## src/hw/rtl/assert_macros.svh

```systemverilog
// ----------------------------------------------------------------------------
// assert_macros.svh
// Assertion helper macros for the rational arithmetic unit, used by rau_ctrl.
// ----------------------------------------------------------------------------
`ifndef ASSERT_MACROS_SVH
`define ASSERT_MACROS_SVH

// label: assert property, disabled during reset
`define RAU_ASSERT(label, prop, msg) \
  label: assert property (@(posedge clk_i) disable iff (!rst_ni) (prop)) else $error(msg);

// label: assert property, checked during reset too
`define RAU_ASSERT_ALWAYS(label, prop, msg) \
  label: assert property (@(posedge clk_i) (prop)) else $error(msg);

`endif

```

## src/hw/rtl/rau_pkg.sv

```systemverilog
// ----------------------------------------------------------------------------
// rau_pkg
// Shared types, widths and codes for the rational arithmetic unit.
// ----------------------------------------------------------------------------
`default_nettype none

package rau_pkg;

  localparam int unsigned Width = 32;
  // product width plus one carry bit
  localparam int unsigned BigW = 2 * Width + 1;
  localparam int unsigned DivCntW = $clog2(BigW + 1);

  typedef logic [Width-1:0] word_t;
  typedef logic [BigW-1:0] big_t;

  localparam logic [2:0] OpAdd = 3'd0;
  localparam logic [2:0] OpSub = 3'd1;
  localparam logic [2:0] OpMul = 3'd2;
  localparam logic [2:0] OpDiv = 3'd3;
  localparam logic [2:0] OpCmp = 3'd4;

  localparam logic [1:0] StOk = 2'd0;
  localparam logic [1:0] StZeroDen = 2'd1;
  localparam logic [1:0] StDivZero = 2'd2;
  localparam logic [1:0] StOverflow = 2'd3;

  typedef enum logic [3:0] {
    CmdNone,
    CmdLoad,
    CmdMulA,
    CmdMulB,
    CmdPrep,
    CmdGcdStep,
    CmdDivInit,
    CmdDivStep,
    CmdDivNext,
    CmdFinish
  } cmd_e;

  typedef struct packed {
    logic imm_done;
    logic gcd_done;
    logic div_done;
    logic div_last;
    logic k_zero;
  } status_t;

endpackage

`default_nettype wire

```

## src/hw/rtl/rau_ctrl.sv

```systemverilog
// ----------------------------------------------------------------------------
// rau_ctrl
// Sequencer: accepts a transaction, steps the datapath, holds the result.
// ----------------------------------------------------------------------------
`default_nettype none

module rau_ctrl (
  input  wire logic          clk_i,
  input  wire logic          rst_ni,
  input  wire logic          in_valid_i,
  output logic               in_ready_o,
  output logic               out_valid_o,
  input  wire logic          out_ready_i,
  input  rau_pkg::status_t   status_i,
  output rau_pkg::cmd_e      cmd_o
);
  import rau_pkg::*;

  typedef enum logic [3:0] {
    SIdle, SMulA, SMulB, SPrep, SGcd, SShift, SDiv, SNext, SFin, SOut
  } state_e;

  state_e state_q;

  always_comb begin
    unique case (state_q)
      SIdle:  cmd_o = (in_valid_i) ? CmdLoad : CmdNone;
      SMulA:  cmd_o = status_i.imm_done ? CmdNone : CmdMulA;
      SMulB:  cmd_o = CmdMulB;
      SPrep:  cmd_o = CmdPrep;
      SGcd:   cmd_o = CmdGcdStep;
      SShift: cmd_o = CmdDivInit;
      SDiv:   cmd_o = CmdDivStep;
      SNext:  cmd_o = CmdDivNext;
      SFin:   cmd_o = CmdFinish;
      default: cmd_o = CmdNone;
    endcase
  end

  assign in_ready_o = (state_q == SIdle);

  always_ff @(posedge clk_i or negedge rst_ni) begin
    if (!rst_ni) begin
      state_q <= SIdle;
      out_valid_o <= 1'b0;
    end else begin
      unique case (state_q)
        SIdle: if (in_valid_i) state_q <= SMulA;
        SMulA: state_q <= status_i.imm_done ? SFin : SMulB;
        SMulB: state_q <= SPrep;
        SPrep: state_q <= status_i.imm_done ? SFin : SGcd;
        SGcd: if (status_i.gcd_done) state_q <= SShift;
        SShift: if (status_i.k_zero) state_q <= SDiv;
        SDiv: if (status_i.div_done) state_q <= SNext;
        SNext: state_q <= status_i.div_last ? SFin : SShift;
        SFin: begin
          state_q <= SOut;
          out_valid_o <= 1'b1;
        end
        SOut: if (out_ready_i) begin
          state_q <= SIdle;
          out_valid_o <= 1'b0;
        end
        default: state_q <= SIdle;
      endcase
    end
  end

  `include "assert_macros.svh"
  `RAU_ASSERT(a_ready_idle, in_ready_o |-> !out_valid_o, "ready while result pending")
  `RAU_ASSERT(a_out_hold, (out_valid_o && !out_ready_i) |=> out_valid_o, "result dropped")
  `RAU_ASSERT(a_accept_start, (in_valid_i && in_ready_o) |=> !in_ready_o, "accept did not start")

endmodule

`default_nettype wire

```

## config.mk

```make
export PLATFORM = sky130hd
export DESIGN_NAME = rau_ctrl
export DESIGN_NICKNAME = d
export VERILOG_FILES = /design/src/hw/rtl/rau_pkg.sv /design/src/hw/rtl/rau_ctrl.sv
export VERILOG_INCLUDE_DIRS = /design/src /design/src/hw/rtl
export SDC_FILE = /design/constraint.sdc
export NUM_CORES = 1
export LEC_CHECK = 0
export ABC_AREA = 0
export BUFFER_PORTS_ARGS = -buffer_cell sky130_fd_sc_hd__buf_2
export CORE_AREA = 2 2 39 41
export CTS_CLUSTER_SIZE = 16
export DETAILED_ROUTE_END_ITERATION = 10
export DIE_AREA = 0 0 41 43
export PLACE_DENSITY = 0.61
export SYNTH_ARGS = -nofsm -noshare
export SYNTH_HDL_FRONTEND = slang
export SYNTH_SLANG_ARGS = --single-unit
export TNS_END_PERCENT = 20
```

## constraint.sdc

```tcl
create_clock -name clk_i -period 2.7 [get_ports clk_i]
set_clock_uncertainty 0.05 [all_clocks]
set_input_delay 0 -clock clk_i [delete_from_list [all_inputs] [get_ports clk_i]]
set_output_delay 0 -clock clk_i [all_outputs]
set_load 0.005 [all_outputs]
```

---- After elaboration in Yosys (flattened, before gate mapping) ----
Cells that the tools add are included.
cells by class
  reduce and logical (&&, ||, !) cells .... 4
  equal/unequal tests ..................... 14
  mux-type cells .......................... 14
operators by type and width
  cell                                                                   number
  4-bit case mux with 10 select lines                                    1
  4-bit case mux with 9 select lines                                     1
  4-bit 2-to-1 mux                                                       8
  4-bit by 3-bit equality test with 1-bit output, second input constant  4
  2-bit inequality test, second input constant                           5
  4-bit by 2-bit equality test with 1-bit output, second input constant  2
  4-bit equality test, second input constant                             2
  5-bit AND reduction                                                    1
  4-bit by 1-bit equality test with 1-bit output, second input constant  1
  4-bit logical NOT                                                      1
  1-bit 2-to-1 mux                                                       2
  2-bit 2-to-1 mux                                                       1
  1-bit case mux with 2 select lines                                     1
  2-bit AND reduction                                                    1
  2-bit nonzero test                                                     1
word-level totals
  bits in registers ....................... 5
  word-level logic and storage cells ...... 34

---- Logic depth before layout (Yosys ltp) ----
Gate-level depths: netlist (run 1).
  depth in word-level cells ............... 3
  depth in mapped cells ................... 5
  gate-level depth less buffers ........... 4

---- Worst setup path after synthesis (run 1) ----
Ideal clock, no wire load.
  kind .................................... register to register
  from .................................... register state_q[3]
  to ...................................... register state_q[0]
  data arrival time ....................... 1.499 ns
  stages on the path, launching flop included .. 6
  clock period less this slack ............ 1.674 ns
  required time ........................... 2.525 ns
  buffers on the path ..................... 1
  setup slack ............................. 1.026 ns
  path through ............................ dfrtp_1 -> buf_2 -> nand2b_1 -> a2111oi_0 -> a221o_1 -> mux2_4
on the way
  word-level cells in the longest chain between the ends .. 3
  elaborated cells between the ends (all ways) .. 17
RTL lines
  item                                                                          line            source
  from (decl)                                                                   rau_ctrl.sv:23  state_e state_q;
  from (signal assigned)                                                        rau_ctrl.sv:44  state_q <= SIdle;
  from (signal assigned)                                                        rau_ctrl.sv:48  SIdle: if (in_valid_i) state_q <= SMulA;
  from (signal assigned)                                                        rau_ctrl.sv:49  SMulA: state_q <= status_i.imm_done ? SFin : SMulB;
  4-bit by 3-bit equality test with 1-bit output, or another cell as far along  rau_ctrl.sv:47  unique case (state_q)
  2-bit inequality test (no source line)                                        -
  5-bit AND reduction (no source line)                                          -
Parallel ways exist; a longest one is shown, timed or not.
A chain may end at the register's enable or synchronous reset.

---- Final worst setup path (run 1) ----
Same ends and word-level chain as after synthesis.

==> summary.txt, run 1 <==
Outcome
  – Status: finished clean

Synthesis
  – Sequential-to-total area share from yosys stat: 0.338
  – Mapped Nets: 56
  – Distinct cells, synth: 23
  – Yosys warns: 0
  – Syn Area/Cell: 7.88 µm²
  – Cell Area, Synth: 370 µm²
  – Synth Register Bits: 5
  – Mapped Cells: 47

Cells and area
  – Fraction of layout cells with a size suffix above 1: 0.303
  – Final Core Density: 0.367
  – # diodes: 0
  – Layout area overhead: 37.2%
  – Post-layout nets: between 70 and 80

CTS
  – Clock Latency Late Sink: 0.24 ns
  – Cts bufs inserted: 3
  – CTS tree: done
  – Root buffer cell: clkbuf_4
  – Post-CTS Setup Inserts: 0
  – Htree depth: 1
  – Clk sinks: 5
  – Clock Tree Buf Depth: 2
  – Clk pin slew, worst setup/hold paths: 0.05 ns

Drt
  – Drt initial violations: 8
  – Via-per-instance ratio: 4.98
  – Routed via count: 408
  – Post-Route WL: 940 µm
  – DR DRC count: 0
  – DRT Pass-1 Iters: 4
  – DRT antenna net count: 0
  – WL/cell: roughly 11 µm

Timing
  – Final worst slack: 0.943 ns
  – Worst slew pin tran: approximately 0.45 ns
  – Setup TNS: 0 ns
  – Min Tclk post-route: roughly 1.8 ns
  – Final setup fails: 0
  – Peak Freq: 569 MHz
  – Tcrit/Tclk final: 0.651
  – RSZ-0062 raised after global routing: no
  – Hold Fails Final Rpt: 0
  – Max-slew headroom: 0.701
  – Slew Limit Fails: 0

Worst hold path
  – HP Class: primary input to flop

Setup path
  – CP required: between 2 and 3 ns
  – Type of origin of the critical path: flop
  – CP arrival: 1.83 ns
  – Kind of critical path: flop to flop
  – Maximum fanout along the worst path: 9
  – Critical Path End Type: flop

Global routing
  – First-pass GRT wire length: 1480 µm
  – GR Util All Layers: 0.127
  – GRT Residual Overflow: 0
  – Antenna violations before repair: 0
  – Largest net degree at the start of global routing: 17
  – Number of global-route vias before repair: 369

Floorplan
  – Initial Util: 0.268
  – I/O Pins: 15
  – Row count: 14
  – Die footprint: 1760 µm²
  – Core area: 1380 µm²
  – Die width: 41 µm
  – Die height: 43 µm

Place
  – Post-DP HPWL: 718 µm
  – Port Buf Inserts: 14
  – Pre-CTS setup slack: 0.929 ns
  – GPL Wtd Cong: a little over 0.8

Pwr
  – VDD IR max: 302 µV
  – Power Density: between 1000 and 1500 nW/µm²
  – Leakage: about 0.24 nW

Job
  – Max cap viols: 0
==> power breakdown <==
group          switching (mW)  internal (mW)
sequential             0.0719          0.109
clock                  0.0301         0.0558
combinational           0.122          0.151
==> sequential cells by signal (all words and copies together), names as in the netlist <==
signal / count
state_q: 4
out_valid_o: 1
==> path summary, 6_finish.rpt <==
kind | to | depth (start not counted) | from | slack [ns]
worst max-delay path | state_q[0] | 4 | state_q[3] | 0.94
worst min-delay path | state_q[3] | 3 | out_ready_i | 0.04
worst max register to register | state_q[0] | 4 | state_q[3] | 0.94
worst min register to register | out_valid_o | 2 | out_valid_o | 0.47
max in group asynchronous | state_q[2] | 2 | rst_ni | 2.40
min in group asynchronous | out_valid_o | 2 | rst_ni | 0.06
==> stage by stage <==
stage | power, mW | hold WS, ns | cell area [µm²] | std cells
2_1_floorplan | 0.364 | -0.346 | 370 | 47
3_3_place_gp | 0.449 | -0.233 | 452 | 75
3_5_place_dp | 0.451 | -0.225 | 452 | 75
4_1_cts | 0.544 | 0.0358 | 508 | 82
5_1_grt | 0.597 | 0.0393 | 508 | 82
6_report | 0.540 | 0.0375 | 508 | 82
==> cells in the mapped netlist (all sizes together) <==
master / instances / area (µm²)
a2111oi: 1 / 8.76
a21o: 1 / 7.51
a21oi: 1 / 5.00
a221o: 1 / 10.0
a32o: 1 / 10.0
and2: 1 / 6.26
buf: 1 / 5.00
clkbuf: 1 / 3.75
dfrtp: 5 / 125
inv: 4 / 15.0
mux2: 1 / 15.0
nand2: 5 / 18.8
nand2b: 3 / 18.8
nand3: 3 / 15.0
nor2: 3 / 11.3
nor2b: 2 / 12.5
nor3: 3 / 15.0
o21ai: 2 / 10.0
o22ai: 2 / 12.5
o32ai: 2 / 17.5
or2: 2 / 12.5
or3: 1 / 6.26
xor2: 1 / 8.76
==> critical path, stage by stage (launching register included) <==
cell and delay [ns]:
dfrtp_1 0.46, nand2b_1 0.24, a2111oi_0 0.39, a221o_1 0.21, mux2_4 0.30
==> layout make-up <==
cell class	instances	area [µm²]
flip-flops and latches	5	125
fillers	151	876
repair buffers	17	100
inverters	4	15.0
clock buffers	4	26.3
multi-input cells	36	221
well taps	16	20.0
==> per-layer routing <==
metal | global-route usage | routed length (µm) | vias to the layer above
met5 | 0 | 0 | -
met4 | 0.113 | 15 | 0
met3 | 0.0209 | 49 | 2
met2 | 0.169 | 464 | 15
met1 | 0.166 | 411 | 187
li1 | - | - | 204
==> cells by family (layout without fill, tap and decap cells) <==
family,after synthesis,after routing,synth area share
xor gates and xnor gates,1,1,0.0237
muxes,1,1,0.0405
AOI/OAI and AO/OA,11,11,0.220
and+or+nand+nor,23,23,0.314
buffers and inverters,6,25,0.0642
DFF,5,5,0.338
==> placed cells by master, fill, tap and decap left out, types with 2 or more instances in the layout <==
master / instances
o22ai_1: 2
o21ai_0: 2
nand2_1: 5
nand2b_1: 3
inv_1: 4
nor2_1: 3
clkbuf_4: 3
nor3_1: 3
nor2b_1: 2
buf_2: 14
dfrtp_1: 5
nand3_1: 3
or2_2: 2
o32ai_1: 2
dlygate4sd3_1: 3
==> repair_timing <==
action                    in CTS  in global routing
hold buffers                   3                  0
gates resized for setup        0                  0
hold endpoints to repair       7                  0
Power figures use the tool's default switching activity.
==> run 2, diff against run 1 <==
--- a/config.mk
+++ b/config.mk
@@ -12,7 +12,7 @@
 export CTS_CLUSTER_SIZE = 16
 export DETAILED_ROUTE_END_ITERATION = 10
 export DIE_AREA = 0 0 41 43
-export PLACE_DENSITY = 0.61
+export PLACE_DENSITY = 0.63
 export SYNTH_ARGS = -nofsm -noshare
 export SYNTH_HDL_FRONTEND = slang
 export SYNTH_SLANG_ARGS = --single-unit
==> constraint.sdc (replaced) <==
create_clock -name clk_i -period 1.55 [get_ports clk_i]
set_clock_uncertainty 0.05 [all_clocks]
set_input_delay 0 -clock clk_i [delete_from_list [all_inputs] [get_ports clk_i]]
set_output_delay 0 -clock clk_i [all_outputs]
set_load 0.005 [all_outputs]
==> run 2 against run 1 <==
Against the previous run:
- final cell count is 11% higher
- sequential power is 34% higher
- via count is 7.6% higher
- maximum frequency is 16% higher
- combinational power grew to 2.9 times the previous value
- sequential share of layout area is 3.9 points lower
- first-iteration DRC count is 50% lower
- critical path depth stayed put
- global-route usage is 0.26 points higher
- non-clock buffer count is 9 higher
- register-to-register slack worse by 0.91 ns
- clock power is 89% higher
- critical endpoint unchanged
- largest power group unchanged
==> summary.txt, run 2 (synthesized netlist as in run 1, its figures left out) <==
Setup path
  – Critical Path End Type: flop
  – Maximum fanout along the worst path: 7
  – Slowest CP cell: dfrtp_2
  – Type of origin of the critical path: flop
  – CP required: approximately 1.6 ns
  – Kind of critical path: flop to flop
  – CP arrival: 1.60 ns
  – Max stage delay on crit path: a little under 0.4 ns
  – Critical-path cell list: buf_4 > a2111oi_4 > a221o_1 > mux2_4

CTS
  – Clk sinks: 5
  – Root buffer cell: clkbuf_4
  – Clock Tree Buf Depth: 2
  – Cts bufs inserted: 3
  – Htree depth: 1
  – Clock Latency Late Sink: 0.25 ns
  – CTS tree: done
  – Clk pin slew, worst setup/hold paths: 0.05 ns

Pwr
  – Leakage: 0.291 nW
  – PnR Total Power: 1.21 mW
  – Power Density: between 1500 and 2000 nW/µm²
  – VDD IR max: 826 µV

Cells and area
  – Max FFs per register: 4
  – Top Registers: state_q x4, out_valid_o x1
  – Non-Filler Instances: 91
  – Most common cell after layout, fill and taps aside: buf_2
  – Fraction of layout cells with a size suffix above 1: 0.453
  – Top reg by flops: state_q
  – Post-layout nets: between 80 and 90
  – Final Core Density: 0.446
  – # diodes: 0
  – Commonest non-fill, non-tap cells in the layout: 14 x buf_2, 9 x buf_4, 5 x nand2_1
  – Layout area overhead: 66.6%

Floorplan
  – Core area: 1380 µm²
  – Die footprint: between 1500 and 2000 µm²
  – Die height: 43 µm
  – I/O Pins: 15
  – Row count: 14
  – Die width: 41 µm
  – Initial Util: 0.268

Place
  – GPL Wtd Cong: 0.818
  – Post-DP HPWL: 778 µm
  – Dpl cells: 80
  – Port Buf Inserts: 14

Global routing
  – Antenna violations before repair: 0
  – First-pass GRT wire length: 1550 µm
  – Number of global-route vias before repair: 383
  – GRT Residual Overflow: 0
  – GR Util All Layers: 0.130
  – Largest net degree at the start of global routing: 13

Drt
  – Post-Route WL: 1080 µm
  – Via-per-instance ratio: 4.82
  – Drt initial violations: 4
  – Met3 WL post-DR: about 38 µm
  – WL met2: 517 µm
  – DRT antenna net count: 0
  – Met1 Wirelength: 521 µm
  – DR DRC count: 0
  – Routed via count: 439
  – WL/cell: about 12 µm
  – DRT Pass-1 Iters: 2
  – Uppermost layer routed: met3

Timing
  – Final setup fails: 0
  – Peak Freq: between 600 and 700 MHz
  – Hold Fails Final Rpt: 0
  – Slew Limit Fails: 0
  – Min Tclk post-route: 1.52 ns
  – Tcrit/Tclk final: 0.980
  – RSZ-0062 raised after global routing: yes
  – Setup TNS: 0 ns
  – Worst slew pin tran: 0.298 ns
  – Max-slew headroom: 0.801
  – Min Hold Slack: 0.0303 ns

Outcome
  – Status: finished clean

Worst hold path
  – HP Class: primary input to flop

Job
  – Max cap viols: 0
-- run 2: cell types whose count changed in the layout (fill, tap and decap cells not counted), sizes merged --
cell	previous run	this run
buf	14	23
-- run 2: worst max-delay path: cells and delay by family (launching register included) --
kind	cells	cell delay, ns
AO/OA/AOI/OAI	2	0.49
buffers and inverters	1	0.16
flip-flops	1	0.39
multiplexers	1	0.30
-- run 2: cell type report --
type                    instances  area (µm²)
inverters                       4        15.0
well taps                      16        20.0
repair buffers                 26         168
multi-input cells              36         260
clock buffers                   4        26.3
fillers                       144         767
flip-flops and latches          5         128
-- run 2: layer usage --
layer | vias to the layer above | track usage
li1 | 224 | -
met1 | 207 | 0.170
met2 | 8 | 0.191
met3 | 0 | 0.0628
met4 | 0 | 0.0200
met5 | - | 0
-- run 2: where the power goes --
part / switching (mW) / internal [mW]
Sequential: 0.0476 / 0.194
Combinational: 0.360 / 0.444
Clock: 0.0635 / 0.0980
Total: 0.472 / 0.736
-- run 2: path summary, 6_finish.rpt --
kind                                   from     endpoint  slack (ns)  cells after the start
worst min-delay path            out_ready_i  out_valid_o        0.03                      4
worst max register to register   state_q[1]   state_q[0]        0.03                      4
max in group asynchronous            rst_ni   state_q[1]        1.24                      2
min in group asynchronous            rst_ni   state_q[3]        0.05                      2
worst max-delay path             state_q[1]   state_q[0]        0.03                      4
worst min register to register  out_valid_o  out_valid_o        0.45                      2
-- run 2: what timing repair did --
| item | 4_1_cts | 5_1_grt |
|---|---|---|
| hold endpoints to repair | 7 | 0 |
| pin swaps | 0 | 2 |
| endpoints found under the setup margin | 3 | 3 |
| resized for setup | 0 | 2 |
| hold buffers | 3 | 0 |
| buffers inserted | 2 | 2 |
-- run 2: metrics by stage --
| stage | area, µm² | setup WS, ns |
|---|---|---|
| 2_1_floorplan | 408 | 0.0437 |
| 3_3_place_gp | 520 | 0.0264 |
| 3_5_place_dp | 520 | -0.0208 |
| 4_1_cts | 592 | 0.00160 |
| 5_1_grt | 617 | -0.0207 |
| 6_report | 617 | 0.0314 |
